`config.mk`:
```
export PLATFORM = sky130hd
export DESIGN_NAME = ahsf_queue
export DESIGN_NICKNAME = d
export VERILOG_FILES = /design/src/rtl/ahsf_pkg.sv /design/src/rtl/ahsf_queue.sv
export SDC_FILE = /design/constraint.sdc
export NUM_CORES = 1
export LEC_CHECK = 0
export BUFFER_PORTS_ARGS = -buffer_cell sky130_fd_sc_hd__buf_4
export CAP_MARGIN = 10
export CORE_ASPECT_RATIO = 1.4
export CORE_MARGIN = 2
export CORE_UTILIZATION = 41
export CTS_BUF_LIST = sky130_fd_sc_hd__clkbuf_16
export CTS_CLUSTER_DIAMETER = 80
export DETAILED_ROUTE_END_ITERATION = 10
export GPL_TIMING_DRIVEN = 0
export PLACE_DENSITY_LB_ADDON = 0.05
export REMOVE_ABC_BUFFERS = 1
export SLEW_MARGIN = 10
export SYNTH_ARGS = -nofsm -noshare
export SYNTH_HDL_FRONTEND = slang
export SYNTH_SLANG_ARGS = --single-unit
```
`constraint.sdc`:
```
create_clock -name clk -period 11.05 [get_ports clk]
set_input_delay 0.5525 -clock clk [delete_from_list [all_inputs] [get_ports clk]]
set_output_delay 0.5525 -clock clk [all_outputs]
set_load 0.1 [all_outputs]
```
`src/rtl/ahsf_pkg.sv`:
```
// Package for the assignment hash seen filter.
// Holds key-folding and mixing constants, command and outcome codes and shared types.
// No dependencies.
`default_nettype none

package ahsf_pkg;

  localparam logic [63:0] FOLD_START = 64'h1234_5678_9ABC_DEF0;
  localparam logic [63:0] GOLDEN     = 64'h9E37_79B9_7F4A_7C15;
  localparam logic [63:0] MIX_ONE    = 64'hFF51_AFD7_ED55_8CCD;
  localparam logic [63:0] MIX_TWO    = 64'hBF58_476D_1CE4_E5B9;

  localparam int VAR_COUNT = 32;
  localparam int VAR_W     = 5;

  localparam logic CMD_PROBE = 1'b0;
  localparam logic CMD_CLEAR = 1'b1;

  localparam logic [2:0] OUT_PRESENT    = 3'd0;
  localparam logic [2:0] OUT_PLACED_ONE = 3'd1;
  localparam logic [2:0] OUT_PLACED_TWO = 3'd2;
  localparam logic [2:0] OUT_OVERWROTE  = 3'd3;
  localparam logic [2:0] OUT_CLEARED    = 3'd4;

  localparam int QUEUE_DEPTH = 2;

  typedef struct packed {
    logic full;
    logic empty;
  } fifo_stat_t;

endpackage

`default_nettype wire

```
`src/rtl/ahsf_queue.sv`:
```
// Short job queue between the front end and the table back end.
// Depends on ahsf_pkg for depth and status type.
`default_nettype none

module ahsf_queue #(
  parameter int W = 82
) (
  input  logic                   clk,
  input  logic                   rst,
  input  logic                   push,
  input  logic [W-1:0]           wdata,
  input  logic                   pop,
  output logic [W-1:0]           rdata,
  output ahsf_pkg::fifo_stat_t   stat
);
  import ahsf_pkg::*;

  localparam int PTR_W = (QUEUE_DEPTH > 1) ? $clog2(QUEUE_DEPTH) : 1;
  localparam int CNT_W = $clog2(QUEUE_DEPTH + 1);
  localparam logic [PTR_W-1:0] PTR_LAST = PTR_W'(QUEUE_DEPTH - 1);
  localparam logic [CNT_W-1:0] CNT_FULL = CNT_W'(QUEUE_DEPTH);

  logic [W-1:0]     entries [QUEUE_DEPTH];
  logic [PTR_W-1:0] wr_ptr;
  logic [PTR_W-1:0] rd_ptr;
  logic [CNT_W-1:0] count;

  always_ff @(posedge clk) begin
    if (rst) begin
      wr_ptr <= '0;
      rd_ptr <= '0;
      count  <= '0;
    end else begin
      if (push) begin
        wr_ptr <= (wr_ptr == PTR_LAST) ? '0 : wr_ptr + 1'b1;
      end
      if (pop) begin
        rd_ptr <= (rd_ptr == PTR_LAST) ? '0 : rd_ptr + 1'b1;
      end
      if (push && !pop) begin
        count <= count + 1'b1;
      end else if (pop && !push) begin
        count <= count - 1'b1;
      end
    end
  end

  always_ff @(posedge clk) begin
    if (push) begin
      entries[wr_ptr] <= wdata;
    end
  end

  assign rdata      = entries[rd_ptr];
  assign stat.full  = (count == CNT_FULL);
  assign stat.empty = (count == '0);

endmodule

`default_nettype wire

```
Word-level counts from Yosys, hierarchy flattened
Memory sizes are Yosys's and may differ from the RTL's. A register that Yosys moved wholly into a read port is not among the register bits.
Index checks and enable logic that the tools add are counted.

word-level totals
  register bits = 4
  RAM bits = 164
  bits of input ports = 86
  output and inout port bits = 84
  word-level logic and storage cells = 23
  memories kept = 1

operators by class
  add/sub/neg operators = 4
  equality and inequality tests = 1
  multiplexer cells = 8
  reduce and logical (&&, ||, !) cells = 6

memory list
  memory   depth  width  rd ports  clocked after Yosys merged registers in  wr ports  RTL line          RTL
  entries  2      82     1         1                                        1         ahsf_queue.sv:23  logic [W-1:0] entries [QUEUE_DEPTH];

operators with widths
  cell                                               count
  two-way mux 1 bit                                  6
  two-way mux 2 bit                                  2
  adder 1 bit (second input constant)                2
  adder 2 x 1 -> 2 bit (second input constant)       1
  equality test 2 bit (second input constant)        1
  logical AND 1 bit                                  2
  logical NOT 1 bit                                  2
  logical NOT 2 bit                                  1
  nonzero test 2 bit                                 1
  subtractor 2 x 1 -> 2 bit (second input constant)  1

Longest topological paths before layout
  depth after elaboration = 4
  gate-level depth with buffers = 5
  depth with buffers taken out = 5

Least setup slack after synthesis
No wires, ideal clock.

  path kind = input to register
  start = input port push
  end = memory entries[0][0], enable pin
  setup time = 533 ps
  arrival time = 4136 ps
  data required time = 10517 ps
  path slack = 6381 ps
  cell stages on the path = 1
  path buffers = 0
  cells stage by stage = nor2b_1

between the ends
  cells in the longest elaborated chain, start to end = 2

ends and longest elaborated chain
  element                                  RTL line          RTL
  start: declaration                       ahsf_queue.sv:10  input logic push,
  two-way mux 1 bit                        ahsf_queue.sv:49  if (push) begin
  two-way mux 1 bit (implied by the code)  ahsf_queue.sv:50  entries[wr_ptr] <= wdata;
  end: declaration                         ahsf_queue.sv:23

Every way passes these cells.

==> impl_metrics.yaml <==
worst_setup_path:
  r2r-end: "entries[0][5]"
  cpMaxStageDelayCell: "dfxtp_4"
  end_kind: "output port"
  path_max_fanout: 47
  rrSetupSlack_ps: 9330
  rr_worst_depth: 4
  reg2reg_from: "wr_ptr"
  crit_chain: "buf_16, mux2_2, buf_4"
  worstSetupStartpointType: "flip-flop"
  path_buf_inv: 2
  cpPeakStageDelay_ps: 690
  critPathKind: "flip-flop to output port"
  critPathTopFamily: "flip-flops"
  crit_arrival_ps: 2060
  cp_data_required_time_ps: 10500
synthesis:
  synth_cells: 277
  ys_ff_latch: 169
  yosysSeqAreaShare_pct: 81.7
  ys_types: 16
  synth_warnings: 0
  postSynthAreaPerCell_um2: 22.2
  syn_area_um2: 6150
global_route:
  grt_overflow: 0
  grtUsageMet2_pct: 25.2
  track_usage_pct: 14.4
  grt_pass1_wl_um: 17000
  met1_usage_pct: 15.2
  busiest_layer: "met2"
  grtUsageMet3_pct: 6.25
  grt_max_degree: 49
  antenna_found_initial: 0
  grt_pass1_vias: 3382
timing:
  slew_headroom_pct: 61.3
  worstMarginPinSlew_ps: 580
  fmaxAchievable_ghz: 0.383
  setup-violations-final: 0
  clock_skew_ps: 11.0
  hold_ws_ps: 313
  tns_ps: 0
  finalHoldViolCount: 0
  final_max_slew_viol_count: 0
  fin_ws_ps: 8440
  period_needed_ps: 2610
  fin_crit_sh_pct: 23.6
  rsz0062_at_grt: "false"
finish:
  nNetsFinal: 549
  drive_gt1_share_pct: 61.4
  antennaDiodeCount: 0
  nFillCells: 1209
  multi_input_area_um2: 1040
  seqCellArea_um2: 5030
  area_growth_pct: 35.5
floorplan:
  num_rows: 53
  num_io_pins: 170
  die-area_um2: 16000
  initial_utilization_pct: 41.4
  coreArea_um2: 14900
  die_h_um: 149
  fp.dieW_um: 108
clocking:
  clkSlewWorstSetupHoldPaths_ps: 70
  holdBufCountCts: 0
  cts_max_level: 4
  cts_setup_buffers: 0
  cts.sinks: 169
  cts_tree: "yes"
  clock_path_buffers: 2
  insertion_delay_ps: 420
  cts_resized: 0
  cts_made_buffers: 17
  clock-root-buffer: "clkbuf_16"
power:
  irDropWorstVdd_mv: 0.101
  switching_share_pct: 31.9
  p_switching_w: 0.000568
  p_comb_share_pct: 23.7
  p_leak_nw: 3.11
  clockPowerShare_pct: 33.5
  powerDensity_nw_per_um2: 213
  p_int_w: 0.00121
  p_seq_share_pct: 42.8
min_path:
  min_path_cells: 1
  hold_class: "input pin to flip-flop"
  hp-start: "wdata[39]"
  min_to: "entries[1][39]"
detailed_routing:
  viasPerCell: 4.70
  wire_per_inst_um: 16.7
  dr.first_iter.drc_count: 101
  drtAntennaViolNets: 0
  first_pass_iters: 4
  finalWirelength_um: 11100
  num_vias: 3124
  drcViolationCount: 0
placement:
  port_buffers: 169
  routabilityCongestion: 0.666
  hpwlAfterDp_um: 7280
  place_ws_ps: 8820
run_status:
  status: "completed"
job:
  cap_violations: 0
final cells by class:
class | instances | share of cell area, %
Multi-Input combinational cell | 98 | 12.4
Timing Repair Buffer | 175 | 17.2
Tap cell | 192 | 2.88
Clock inverter | 12 | 2.03
Clock buffer | 17 | 5.10
Sequential cell | 169 | 60.3
Inverter | 1 | 0.0450
kinds of logic (layout without fill, tap and decap cells):
group	after synthesis	count (layout)	synth area share (%)
compound gates	2	2	0.163
fa+ha+maj	1	1	0.203
xor+xnor	4	4	0.569
flops	169	169	81.7
simple gates	9	9	0.753
buf+inv	10	205	1.65
mux	82	82	15.0
cells in the final DEF, fill, tap and decap left out:
| cell | netlist | final |
|---|---|---|
| clkinv_4 | 0 | 1 |
| clkbuf_16 | 0 | 17 |
| clkinvlp_4 | 0 | 4 |
| inv_6 | 0 | 2 |
| mux2_2 | 82 | 82 |
| bufinv_16 | 0 | 3 |
| and2_4 | 0 | 1 |
| and2b_2 | 1 | 1 |
| buf_4 | 1 | 169 |
| a21oi_1 | 1 | 1 |
| buf_16 | 0 | 6 |
| dfxtp_4 | 0 | 1 |
| nor2b_4 | 0 | 1 |
| nor2_1 | 5 | 5 |
| or3_1 | 1 | 1 |
| inv_8 | 0 | 2 |
| o21ai_0 | 1 | 1 |
| xor2_1 | 2 | 2 |
| edfxtp_1 | 164 | 164 |
| dfxtp_1 | 5 | 4 |
| xnor2_1 | 2 | 2 |
| inv_1 | 1 | 1 |
| ha_1 | 1 | 1 |
state kept, by name, summed over array words and instances, names as in the netlist, named ones only:
register and count:
wr_ptr 1, rd_ptr 1, count 2, entries 164
per-layer routing:
| metal | up-vias | routed length, µm |
|---|---|---|
| met5 | - | 0 |
| met4 | 0 | 161 |
| met3 | 13 | 831 |
| met2 | 100 | 6090 |
| met1 | 1551 | 4030 |
| li1 | 1460 | - |
through the flow:
| step | instance area [µm²] | total power [W] | util (%) | std cells |
|---|---|---|---|---|
| after floorplan | 6060 | 0.00110 | - | 268 |
| after global placement | 7560 | 0.00120 | 50.9 | 629 |
| after detailed placement | 7740 | 0.00120 | 52.1 | 635 |
| after CTS | 8340 | 0.00180 | 56.1 | 664 |
| after global routing | 8340 | 0.00184 | 56.1 | 664 |
| final | 8340 | 0.00178 | 56.1 | 664 |
worst max-delay path by stage:
stage                         start             end  slack (ps)  cells past startpoint
after global placement         push  entries[0][78]        3820                      2
after global routing      flip-flop       rdata[76]        8320                      3
after floorplan                push   entries[0][0]        6380                      1
after CTS                 flip-flop       rdata[79]        8370                      3
final                     flip-flop       rdata[76]        8440                      3
after detailed placement  flip-flop       rdata[79]        8820                      3
cells in the mapped netlist:
| library cell | n | area (µm²) |
|---|---|---|
| and2b_2 | 1 | 8.76 |
| o21ai_0 | 1 | 5.00 |
| mux2_2 | 82 | 923 |
| nor2_1 | 5 | 18.8 |
| and2_1 | 1 | 6.26 |
| a21oi_1 | 1 | 5.00 |
| inv_1 | 1 | 3.75 |
| ha_1 | 1 | 12.5 |
| xor2_1 | 2 | 17.5 |
| nor2b_1 | 1 | 6.26 |
| or3_1 | 1 | 6.26 |
| buf_6 | 8 | 90.1 |
| xnor2_1 | 2 | 17.5 |
| edfxtp_1 | 164 | 4920 |
| dfxtp_1 | 5 | 100 |
| buf_4 | 1 | 7.51 |
power groups by stage:
| stage | registers (W) | logic (W) | clock network, W |
|---|---|---|---|
| after global routing | 0.000765 | 0.000435 | 0.000642 |
| after global placement | 0.000787 | 0.000409 | 0 |
| after floorplan | 0.000779 | 0.000317 | 0 |
| final | 0.000761 | 0.000421 | 0.000596 |
| after CTS | 0.000762 | 0.000426 | 0.000613 |
| after detailed placement | 0.000776 | 0.000425 | 0 |
Note: power is estimated with default switching activity, not from simulation.
