`config.mk`:
```
export PLATFORM = sky130hd
export DESIGN_NAME = ahsf_front
export DESIGN_NICKNAME = d
export VERILOG_FILES = /design/src/rtl/ahsf_pkg.sv /design/src/rtl/ahsf_hash.sv /design/src/rtl/ahsf_front.sv
export SDC_FILE = /design/constraint.sdc
export NUM_CORES = 2
export LEC_CHECK = 0
export ABC_AREA = 1
export BUFFER_PORTS_ARGS = -buffer_cell sky130_fd_sc_hd__buf_2
export CORE_MARGIN = 3
export CORE_UTILIZATION = 48
export DETAILED_ROUTE_END_ITERATION = 7
export PLACE_DENSITY = 0.7
export SLEW_MARGIN = 20
export SYNTH_ARGS = -nofsm -noshare
export SYNTH_HDL_FRONTEND = slang
export SYNTH_HIERARCHICAL = 1
export SYNTH_SLANG_ARGS = --single-unit
```
`constraint.sdc`:
```
create_clock -name clk -period 10.76 [get_ports clk]
set_clock_uncertainty 0.2 [all_clocks]
set_input_delay 1.076 -clock clk [delete_from_list [all_inputs] [get_ports clk]]
set_output_delay 1.076 -clock clk [all_outputs]
set_load 0.02 [all_outputs]
```
`src/rtl/ahsf_pkg.sv`:
```
// Package for the assignment hash seen filter.
// Holds key-folding and mixing constants, command and outcome codes and shared types.
// No dependencies.
`default_nettype none

package ahsf_pkg;

  localparam logic [63:0] FOLD_START = 64'h1234_5678_9ABC_DEF0;
  localparam logic [63:0] GOLDEN     = 64'h9E37_79B9_7F4A_7C15;
  localparam logic [63:0] MIX_ONE    = 64'hFF51_AFD7_ED55_8CCD;
  localparam logic [63:0] MIX_TWO    = 64'hBF58_476D_1CE4_E5B9;

  localparam int VAR_COUNT = 32;
  localparam int VAR_W     = 5;

  localparam logic CMD_PROBE = 1'b0;
  localparam logic CMD_CLEAR = 1'b1;

  localparam logic [2:0] OUT_PRESENT    = 3'd0;
  localparam logic [2:0] OUT_PLACED_ONE = 3'd1;
  localparam logic [2:0] OUT_PLACED_TWO = 3'd2;
  localparam logic [2:0] OUT_OVERWROTE  = 3'd3;
  localparam logic [2:0] OUT_CLEARED    = 3'd4;

  localparam int QUEUE_DEPTH = 2;

  typedef struct packed {
    logic full;
    logic empty;
  } fifo_stat_t;

endpackage

`default_nettype wire

```
`src/rtl/ahsf_hash.sv`:
```
// Slot hash unit: 64-bit mix (one 32x32 multiplier reused for each partial product)
// and a reduction modulo half the table size by reciprocal multiplication.
// Depends on ahsf_pkg.
`default_nettype none

module ahsf_hash #(
  parameter int TABLE_ENTRIES = 1024
) (
  input  logic                             clk,
  input  logic                             rst,
  input  logic                             go,
  input  logic                             sel,
  input  logic [63:0]                      key,
  output logic                             done,
  output logic [$clog2(TABLE_ENTRIES)-1:0] slot
);
  import ahsf_pkg::*;

  localparam int SLOT_W    = $clog2(TABLE_ENTRIES);
  localparam int HALF      = TABLE_ENTRIES / 2;
  localparam int RED_SHIFT = 32 + $clog2(HALF);
  localparam logic [32:0] RECIP    = 33'((65'd1 << RED_SHIFT) / 65'(HALF));
  localparam logic [31:0] HALF_W   = 32'(HALF);
  localparam logic [31:0] WORD_MOD = 32'((64'd1 << 32) % 64'(HALF));
  localparam logic [3:0] MUL_LAST = 4'd2;
  localparam logic [3:0] MOD_LAST = 4'd6;
  localparam logic [SLOT_W-1:0] HALF_S = SLOT_W'(HALF);

  localparam logic [2:0] H_IDLE = 3'd0;
  localparam logic [2:0] H_MUL  = 3'd1;
  localparam logic [2:0] H_MIX  = 3'd2;
  localparam logic [2:0] H_MOD  = 3'd3;
  localparam logic [2:0] H_DONE = 3'd4;

  logic [2:0]        state;
  logic [3:0]        step;
  logic [63:0]       x;
  logic [63:0]       acc;
  logic [SLOT_W-1:0] rem;
  logic [SLOT_W-1:0] hi_rem;
  logic [31:0]       red_v;
  logic [31:0]       quot;
  logic [64:0]       recip_prod;
  logic [31:0]       red_diff;
  logic [31:0]       red_fix;
  logic [31:0]       fold_sum;
  logic [63:0]       mc;
  logic [63:0]       pre_mix;
  logic [63:0]       post_mix;
  logic [31:0]       op_a;
  logic [31:0]       op_b;
  logic [63:0]       prod;

  assign mc       = sel ? MIX_TWO : MIX_ONE;
  assign pre_mix  = sel ? (key ^ (key >> 30)) : (key ^ (key >> 33));
  assign post_mix = sel ? (acc ^ (acc >> 27)) : (acc ^ (acc >> 33));

  // Low 64 bits of x * mc: lo*lo, then the two cross terms into the top half
  assign op_a = (step == 4'd1) ? x[63:32] : x[31:0];
  assign op_b = (step == 4'd2) ? mc[63:32] : mc[31:0];
  assign prod = op_a * op_b;

  // Estimated quotient is exact or one low, so one conditional subtract fixes it
  assign recip_prod = {33'd0, red_v} * {32'd0, RECIP};
  assign red_diff   = red_v - (quot * HALF_W);
  assign red_fix    = (red_diff >= HALF_W) ? (red_diff - HALF_W) : red_diff;
  assign fold_sum   = (32'(hi_rem) * WORD_MOD) + 32'(rem);

  always_ff @(posedge clk) begin
    if (rst) begin
      state <= H_IDLE;
      step  <= 4'd0;
    end else begin
      unique case (state)
        H_IDLE: begin
          if (go) begin
            state <= H_MUL;
            step  <= 4'd0;
          end
        end
        H_MUL: begin
          step <= step + 4'd1;
          if (step == MUL_LAST) begin
            state <= H_MIX;
          end
        end
        H_MIX: begin
          state <= H_MOD;
          step  <= 4'd0;
        end
        H_MOD: begin
          step <= step + 4'd1;
          if (step == MOD_LAST) begin
            state <= H_DONE;
          end
        end
        H_DONE: state <= H_IDLE;
        default: state <= H_IDLE;
      endcase
    end
  end

  always_ff @(posedge clk) begin
    case (state)
      H_IDLE: begin
        if (go) begin
          x <= pre_mix;
        end
      end
      H_MUL: begin
        if (step == 4'd0) begin
          acc <= prod;
        end else begin
          acc[63:32] <= acc[63:32] + prod[31:0];
        end
      end
      H_MIX: begin
        x     <= post_mix;
        red_v <= post_mix[63:32];
      end
      H_MOD: begin
        // reduce the high word, then the low word, then hi_rem * (2^32 mod half) + lo_rem
        quot <= 32'(recip_prod >> RED_SHIFT);
        case (step)
          4'd1: begin
            hi_rem <= red_fix[SLOT_W-1:0];
            red_v  <= x[31:0];
          end
          4'd3: rem <= red_fix[SLOT_W-1:0];
          4'd4: red_v <= fold_sum;
          4'd6: rem <= red_fix[SLOT_W-1:0];
          default: begin
          end
        endcase
      end
      default: begin
      end
    endcase
  end

  assign done = (state == H_DONE);
  assign slot = sel ? (HALF_S + rem) : rem;

endmodule

`default_nettype wire

```
`src/rtl/ahsf_front.sv`:
```
// Front end: accepts commands; for a probe it folds the assignment into a key one
// variable a cycle and runs both slot hashes; pushes the job. Depends on ahsf_pkg, ahsf_hash.
`default_nettype none

module ahsf_front #(
  parameter int TABLE_ENTRIES = 1024
) (
  input  logic                                        clk,
  input  logic                                        rst,
  input  logic                                        start,
  input  logic                                        hold,
  input  logic                                        cmd,
  input  logic [31:0]                                 assigned_mask,
  input  logic [31:0]                                 value_bits,
  output logic                                        busy,
  output logic                                        q_push,
  output logic [1+64+2*$clog2(TABLE_ENTRIES)-1:0]     q_data,
  input  ahsf_pkg::fifo_stat_t                        q_stat
);
  import ahsf_pkg::*;

  localparam int SLOT_W = $clog2(TABLE_ENTRIES);
  localparam logic [VAR_W-1:0] VAR_LAST = VAR_W'(VAR_COUNT - 1);

  localparam logic [2:0] F_IDLE = 3'd0;
  localparam logic [2:0] F_FOLD = 3'd1;
  localparam logic [2:0] F_KICK = 3'd2;
  localparam logic [2:0] F_HASH = 3'd3;
  localparam logic [2:0] F_PUSH = 3'd4;

  logic [2:0]        state;
  logic [VAR_W-1:0]  cnt;
  logic [31:0]       mask;
  logic [31:0]       vals;
  logic [63:0]       key;
  logic [63:0]       gold;
  logic              job_cmd;
  logic [SLOT_W-1:0] slot_a;
  logic [SLOT_W-1:0] slot_b;
  logic              accept;
  logic              hash_go;
  logic [63:0]       key_odd;
  logic              done_a;
  logic              done_b;
  logic [SLOT_W-1:0] hslot_a;
  logic [SLOT_W-1:0] hslot_b;

  assign busy    = (state != F_IDLE) || hold;
  assign accept  = start && !busy;
  assign hash_go = (state == F_KICK);
  assign q_push  = (state == F_PUSH) && !q_stat.full;
  assign key_odd = key | 64'd1;
  assign q_data  = {job_cmd, key_odd, slot_a, slot_b};

  ahsf_hash #(.TABLE_ENTRIES(TABLE_ENTRIES)) u_hash_one (
    .clk  (clk),
    .rst  (rst),
    .go   (hash_go),
    .sel  (1'b0),
    .key  (key_odd),
    .done (done_a),
    .slot (hslot_a)
  );

  ahsf_hash #(.TABLE_ENTRIES(TABLE_ENTRIES)) u_hash_two (
    .clk  (clk),
    .rst  (rst),
    .go   (hash_go),
    .sel  (1'b1),
    .key  (key_odd),
    .done (done_b),
    .slot (hslot_b)
  );

  always_ff @(posedge clk) begin
    if (rst) begin
      state <= F_IDLE;
      cnt   <= '0;
    end else begin
      unique case (state)
        F_IDLE: begin
          if (accept) begin
            cnt   <= '0;
            state <= (cmd == CMD_CLEAR) ? F_PUSH : F_FOLD;
          end
        end
        F_FOLD: begin
          cnt <= cnt + 1'b1;
          if (cnt == VAR_LAST) begin
            state <= F_KICK;
          end
        end
        F_KICK: state <= F_HASH;
        F_HASH: begin
          if (done_a && done_b) begin
            state <= F_PUSH;
          end
        end
        F_PUSH: begin
          if (q_push) begin
            state <= F_IDLE;
          end
        end
        default: state <= F_IDLE;
      endcase
    end
  end

  always_ff @(posedge clk) begin
    case (state)
      F_IDLE: begin
        if (accept) begin
          job_cmd <= cmd;
          mask    <= assigned_mask;
          vals    <= value_bits;
          key     <= FOLD_START;
          gold    <= GOLDEN;
        end
      end
      F_FOLD: begin
        // skip unassigned variables, but keep the weight advancing
        if (mask[0]) begin
          key <= ((key ^ (gold + {63'd0, vals[0]})) << 7)
               | ((key ^ (gold + {63'd0, vals[0]})) >> 57);
        end
        gold <= gold + GOLDEN;
        mask <= mask >> 1;
        vals <= vals >> 1;
      end
      F_HASH: begin
        if (done_a && done_b) begin
          slot_a <= hslot_a;
          slot_b <= hslot_b;
        end
      end
      default: begin
      end
    endcase
  end

  a_hash_lockstep: assert property (@(posedge clk) disable iff (rst)
    done_a == done_b)
    else $error("slot hash units out of step");

  a_busy_after_accept: assert property (@(posedge clk) disable iff (rst)
    accept |=> busy)
    else $error("front end not busy after accepting an item");

endmodule

`default_nettype wire

```
Yosys cells after proc, flatten, opt, wreduce, memory -nomap -nowiden --
Index checks and enable logic that the tools add are counted.
Storage, ports and cells: bits in registers 621, output and inout bits 87
Operators by class: add/sub/neg operators 12, multipliers 2, order comparisons 2, equal/unequal tests 36, multiplexer cells 43, bitwise logic cells 6, reduce and logical (&&, ||, !) cells 40
Operators with widths (number):
- one-hot mux 64 bit (2 select lines) | 4
- one-hot mux 32 bit (2 select lines) | 6
- two-way mux 64 bit | 5
- two-way mux 32 bit | 7
- multiplier 32 x 32 -> 64 bit | 2
- bitwise XOR 64 x 31 -> 64 bit | 2
- adder 32 bit | 2
- adder 64 x 1 -> 64 bit | 1
- adder 64 bit, second input constant | 1
- >= comparator 32 x 10 -> 1 bit, second input constant | 2
- OR 64 x 7 -> 64 bit | 1
- subtractor 32 bit | 2
- bitwise XOR 64 x 34 -> 64 bit | 1
- bitwise XOR 64 x 37 -> 64 bit | 1
- bitwise XOR 64 bit | 1
- two-way mux 3 bit | 10
- two-way mux 29 bit | 1
- AND reduction 2 bit | 13
- one-hot mux 3 bit (4 select lines) | 2
- one-hot mux 4 bit (3 select lines) | 2
- two-way mux 10 bit | 2
- subtractor 10 bit, second input constant | 2
- == test 3 x 2 -> 1 bit, second input constant | 6
- == test 4 x 2 -> 1 bit, second input constant | 4
- 25 further kinds | 61

Logic depth before layout (Yosys ltp) --
depth after elaboration 6, mapped depth 48, gate-level depth less buffers 47

Modules after synthesis --
The synthesis kept the hierarchy.
Modules (own cells, without submodules):
- ahsf_hash at u_hash_two | times used 1, cells an instance 5186, area an instance 43451.7 um^2
- ahsf_hash at u_hash_one | times used 1, cells an instance 5164, area an instance 43324.1 um^2
- ahsf_front | times used 1, cells an instance 1970, area an instance 14686.6 um^2

Worst setup path after synthesis --
Ideal clock, no wire load.
path kind reg-to-reg, from register u_hash_two.step[1], to register u_hash_two.acc[62], data pin, arrival 8.110 ns, setup slack 2.194 ns, cell stages (with the launch flop) 38, buffers on the path 2, clock period less this slack 8.566 ns, cell sequence dfxtp_1 > inv_1 > ha_1 > nand2_2 > buf_6 > buf_6 > nand2_1 > o21ai_2 > inv_2 > nor2_1 > fa_1 > fa_1 > inv_1 > fa_1 > fa_1 > inv_1 > fa_1 > inv_1 > (+2 left out) > fa_1 > inv_1 > ha_1 > a21oi_1 > a21boi_1 > nor2_1 > nor2_1 > nand3_1 > xor2_1 > ha_1 > a21oi_1 > o21ai_0 > a21oi_1 > o21ai_0 > a21oi_1 > nand2_1 > o21ai_0 > nand2_1
On the way: longest elaborated chain between the ends 5, elaborated cells between the ends (all ways) 8, classes of those cells add/sub (1); mul (1); eq/ne (2); mux (3); reduce/logical (1)
RTL lines:
- start, declared | line ahsf_hash.sv:36 | logic [3:0] step;
- start signal, assigned | line ahsf_hash.sv:82 | step <= step + 4'd1;
- start signal, assigned | line ahsf_hash.sv:92 | step <= step + 4'd1;
- == test 4 x 1 -> 1 bit or == test 4 x 2 -> 1 bit (tied branches) | line ahsf_hash.sv:59, ahsf_hash.sv:60
- two-way mux 32 bit, on equally long branches | line ahsf_hash.sv:59, ahsf_hash.sv:60
- multiplier 32 x 32 -> 64 bit (*) | line ahsf_hash.sv:61 | assign prod = op_a * op_b;
- net u_hash_two.prod[27] | line ahsf_hash.sv:52 | logic [63:0] prod;
- adder 32 bit (*) | line ahsf_hash.sv:114 | acc[63:32] <= acc[63:32] + prod[31:0];
- two-way mux 32 bit (*) | line ahsf_hash.sv:111 | if (step == 4'd0) begin
- end signal, assigned | line ahsf_hash.sv:112 | acc <= prod;
- end signal, assigned | line ahsf_hash.sv:114
- end, declared | line ahsf_hash.sv:38 | logic [63:0] acc;
The timed path passes the listed nets; every way through them passes the cells marked *. A chain may end at the register's enable or synchronous reset.

Final worst setup path --
from register u_hash_one.step[1], to register u_hash_one.acc[63], data pin
On the way: longest elaborated chain between the ends 5, elaborated cells between the ends (all ways) 8, classes of those cells add/sub (1); mul (1); eq/ne (2); mux (3); reduce/logical (1)
RTL lines (line):
- start, declared | ahsf_hash.sv:36
- start signal, assigned | ahsf_hash.sv:82
- start signal, assigned | ahsf_hash.sv:92
- == test 4 x 1 -> 1 bit or == test 4 x 2 -> 1 bit (tied branches) | ahsf_hash.sv:59, ahsf_hash.sv:60
- two-way mux 32 bit or two-way mux 29 bit (tied branches) | ahsf_hash.sv:59, ahsf_hash.sv:60
- multiplier 32 x 32 -> 64 bit (*) | ahsf_hash.sv:61
- net u_hash_one.prod[24] | ahsf_hash.sv:52
- adder 32 bit (*) | ahsf_hash.sv:114
- two-way mux 32 bit (*) | ahsf_hash.sv:111
- end signal, assigned | ahsf_hash.sv:112
- end signal, assigned | ahsf_hash.sv:114
- end, declared | ahsf_hash.sv:38
Marks and branches as above.

==> impl_metrics.py <==
metrics = {
    "status": {
        "status": "finished with violations",
        "violations": "slew limit",
    },
    "floorplanning": {
        "start_util_pct": 48.3,
        "die_y_microns": 466,
        "die_area_sq_um": 217000,
        "rows": 168,
        "core-area_sq_um": 210000,
        "chipWidth_microns": 466,
        "io_pins": 158,
    },
    "timing": {
        "fin_setup_tns_ns": 0,
        "max_freq_mhz": 97.2,
        "rsz0062_at_grt": "false",
        "fin_ws_ns": 0.476,
        "slew_violations": 31,
        "setup_viol": 0,
        "hold_violations": 0,
        "maxSlewHeadroom_pct": -123,
        "period_needed_ns": 10.28,
        "fin_crit_sh_pct": 95.6,
        "worst_pin_slew_ns": 3.33,
    },
    "synth": {
        "ys_seq_area_share_pct": 18.2,
        "yosysUniqueCellTypes": 66,
        "ys_seq_elements": 621,
        "ys.flop_type": "edfxtp_1",
        "synth_warnings": 6,
        "synth-async-reset-ratio_pct": 0,
        "synth_area_per_cell_sq_um": 8.24,
        "syn_area_sq_um": 101000,
        "synth-edff-count": 599,
        "synthCells": 12300,
    },
    "grt": {
        "grt-ovfl-total": 0,
        "grt_pass1_wl_microns": 527000,
        "grt_max_degree": 172,
        "antenna_found_initial": 10,
        "grt.total_usage_pct": 32.8,
        "grt_pass1_vias": 81300,
    },
    "cts": {
        "postCtsHoldBufs": 0,
        "clock_latency_ns": 0.71,
        "cts_sinks": 621,
        "post_cts_buffers": 0,
        "cts_max_level": 2,
        "clkSlewWorstSetupHoldPaths_ns": 0.06,
        "cts_tree": "built",
        "clk_path_buf_depth": 3,
        "postCtsResizedCells": 0,
        "cts-root-buf": "clkbuf_16",
        "numCtsBuffers": 61,
    },
    "route": {
        "num_vias": 83300,
        "routed_wl_microns": 357000,
        "viasPerCell": 5.44,
        "wl_per_cell_microns": 23.3,
        "drt_iter0_drc": 9496,
        "ant_nets": 0,
        "drtPass1Iterations": 8,
        "drc": 0,
    },
    "finish": {
        "num-fill-cells": 20000,
        "final_area_sq_um": 108000,
        "areaGrowthSynthToFinish_pct": 6.36,
        "drive_gt1_share_pct": 5.95,
        "fin_nets": 14900,
        "final_cell_count_no_fill": 15300,
    },
    "worst_setup_path": {
        "crit_fanout": 12,
        "critPathLaunchType": "flop",
        "crit_required_ns": 10.98,
        "arrival_ns": 10.50,
        "crit_path_end_kind": "flop",
        "worst_path_max_delay_cell": "fa_1",
        "critPathKind": "flop to flop",
        "critPathMaxStageDelay_ns": 0.56,
    },
    "place": {
        "dp_cells": 15200,
        "dp_slack_ns": 0.716,
        "port_buffers": 155,
        "place_area_sq_um": 106000,
        "gp_congestion": 1.05,
        "dp_hpwl_microns": 304000,
    },
    "hold_path": {
        "hold_path.class": "flop to flop",
    },
    "flow_run": {
        "max-cap-violations": 0,
    },
}
critical path: cells and delay by family (launching register included):
kind | cells | cell delay (ns)
XOR/XNOR | 1 | 0.49
AND/OR/NAND/NOR | 13 | 1.64
AO/OA/AOI/OAI | 6 | 1.39
adder cells (fa/ha/maj) | 11 | 4.60
flip-flops | 1 | 0.39
buffers and inverters | 9 | 1.30
synth_stat cells, types with 22 or more instances:
cell type	count	share of area [%]
a21o_1	25	0.18
a21oi_1	543	2.7
buf_2	67	0.33
buf_4	94	0.70
clkbuf_1	132	0.49
dfxtp_1	22	0.43
edfxtp_1	599	18
fa_1	1650	33
ha_1	769	9.5
inv_1	3025	11
inv_2	73	0.27
nand2_1	2291	8.5
nand2_2	27	0.17
nand3_1	469	2.3
nand3b_1	27	0.20
nand4_1	67	0.41
nor2_1	1188	4.4
nor2_2	32	0.20
nor3_1	75	0.37
o21ai_0	629	3.1
o21ai_2	29	0.25
o21ai_4	31	0.50
o21bai_1	54	0.40
or2_2	23	0.14
xnor2_1	41	0.35
xor2_1	149	1.3
stage by stage:
stage / utilization (%) / hold slack (ns)
2_1_floorplan: - / 0.200
3_3_place_gp: 50.4 / 0.201
3_5_place_dp: 50.4 / 0.205
4_1_cts: 51.4 / 0.217
5_1_grt: 51.4 / 0.223
6_report: 51.4 / 0.218
final cells by class:
cell class | instances | area [sq um] | area share (%)
clock buffers | 83 | 1730 | 1.61
clock inverters | 30 | 318 | 0.294
flip-flops and latches | 621 | 18400 | 17.1
diodes | 6 | 15.0 | 0.0139
inverters | 3103 | 11700 | 10.8
well taps | 2805 | 3510 | 3.25
multi-input cells | 8279 | 69800 | 64.7
repair buffers | 377 | 2440 | 2.26
state kept, by name, indices dropped and copies added, names as in the netlist, 64 cells and up:
signal	count
gold	64
u_hash_one/acc	64
u_hash_two/acc	64
u_hash_two/x	64
u_hash_one/x	64
key	64
per-layer routing:
layer	vias up	global-route usage, %	share of wire [%]
li1	37700	-	-
met1	40300	45.0	40
met2	4455	49.4	43
met3	857	6.53	10
met4	6	17.1	6.5
met5	-	0	0.0092
cells in the final DEF (no fill, tap or decap), types with 54 or more instances in the layout:
| cell type | netlist | layout |
|---|---|---|
| inv_1 | 3025 | 3024 |
| nand2_1 | 2291 | 2289 |
| fa_1 | 1650 | 1650 |
| nor2_1 | 1188 | 1178 |
| ha_1 | 769 | 769 |
| o21ai_0 | 629 | 627 |
| edfxtp_1 | 599 | 599 |
| a21oi_1 | 543 | 542 |
| nand3_1 | 469 | 468 |
| buf_4 | 94 | 222 |
| buf_2 | 67 | 155 |
| xor2_1 | 149 | 149 |
| nor3_1 | 75 | 75 |
| inv_2 | 73 | 75 |
| nand4_1 | 67 | 67 |
| clkbuf_16 | 0 | 65 |
| o21bai_1 | 54 | 54 |
worst paths after layout:
check	end	depth (start not counted)	slack, ns	startpoint
setup reg to reg	u_hash_one/acc[63]$_DFFE_PP_	40	0.48	u_hash_one/step[1]$_SDFFE_PP0P_
hold / removal	u_hash_two/rem[4]$_DFFE_PP_	0	0.22	u_hash_two/red_v[4]$_DFFE_PP_
hold reg to reg	u_hash_two/rem[4]$_DFFE_PP_	0	0.22	u_hash_two/red_v[4]$_DFFE_PP_
setup / recovery	u_hash_one/acc[63]$_DFFE_PP_	40	0.48	u_hash_one/step[1]$_SDFFE_PP0P_
cells by family (layout without fill, tap and decap cells):
logic type / Yosys count / count (layout) / share of synthesized area, %
AND/OR/NAND/NOR: 4259 / 4259 / 17.2
buffers and inverters: 3425 / 3593 / 13.2
adder cells (fa/ha/maj): 2419 / 2419 / 42.0
AO/OA/AOI/OAI: 1404 / 1404 / 7.76
flip-flops: 621 / 621 / 18.2
XOR/XNOR: 190 / 190 / 1.64
other: 2 / 13 / 0.00740
Power is left out: the tool's default activity adds up to more than one toggle a clock period on the data nets, which glitch-free logic cannot reach.
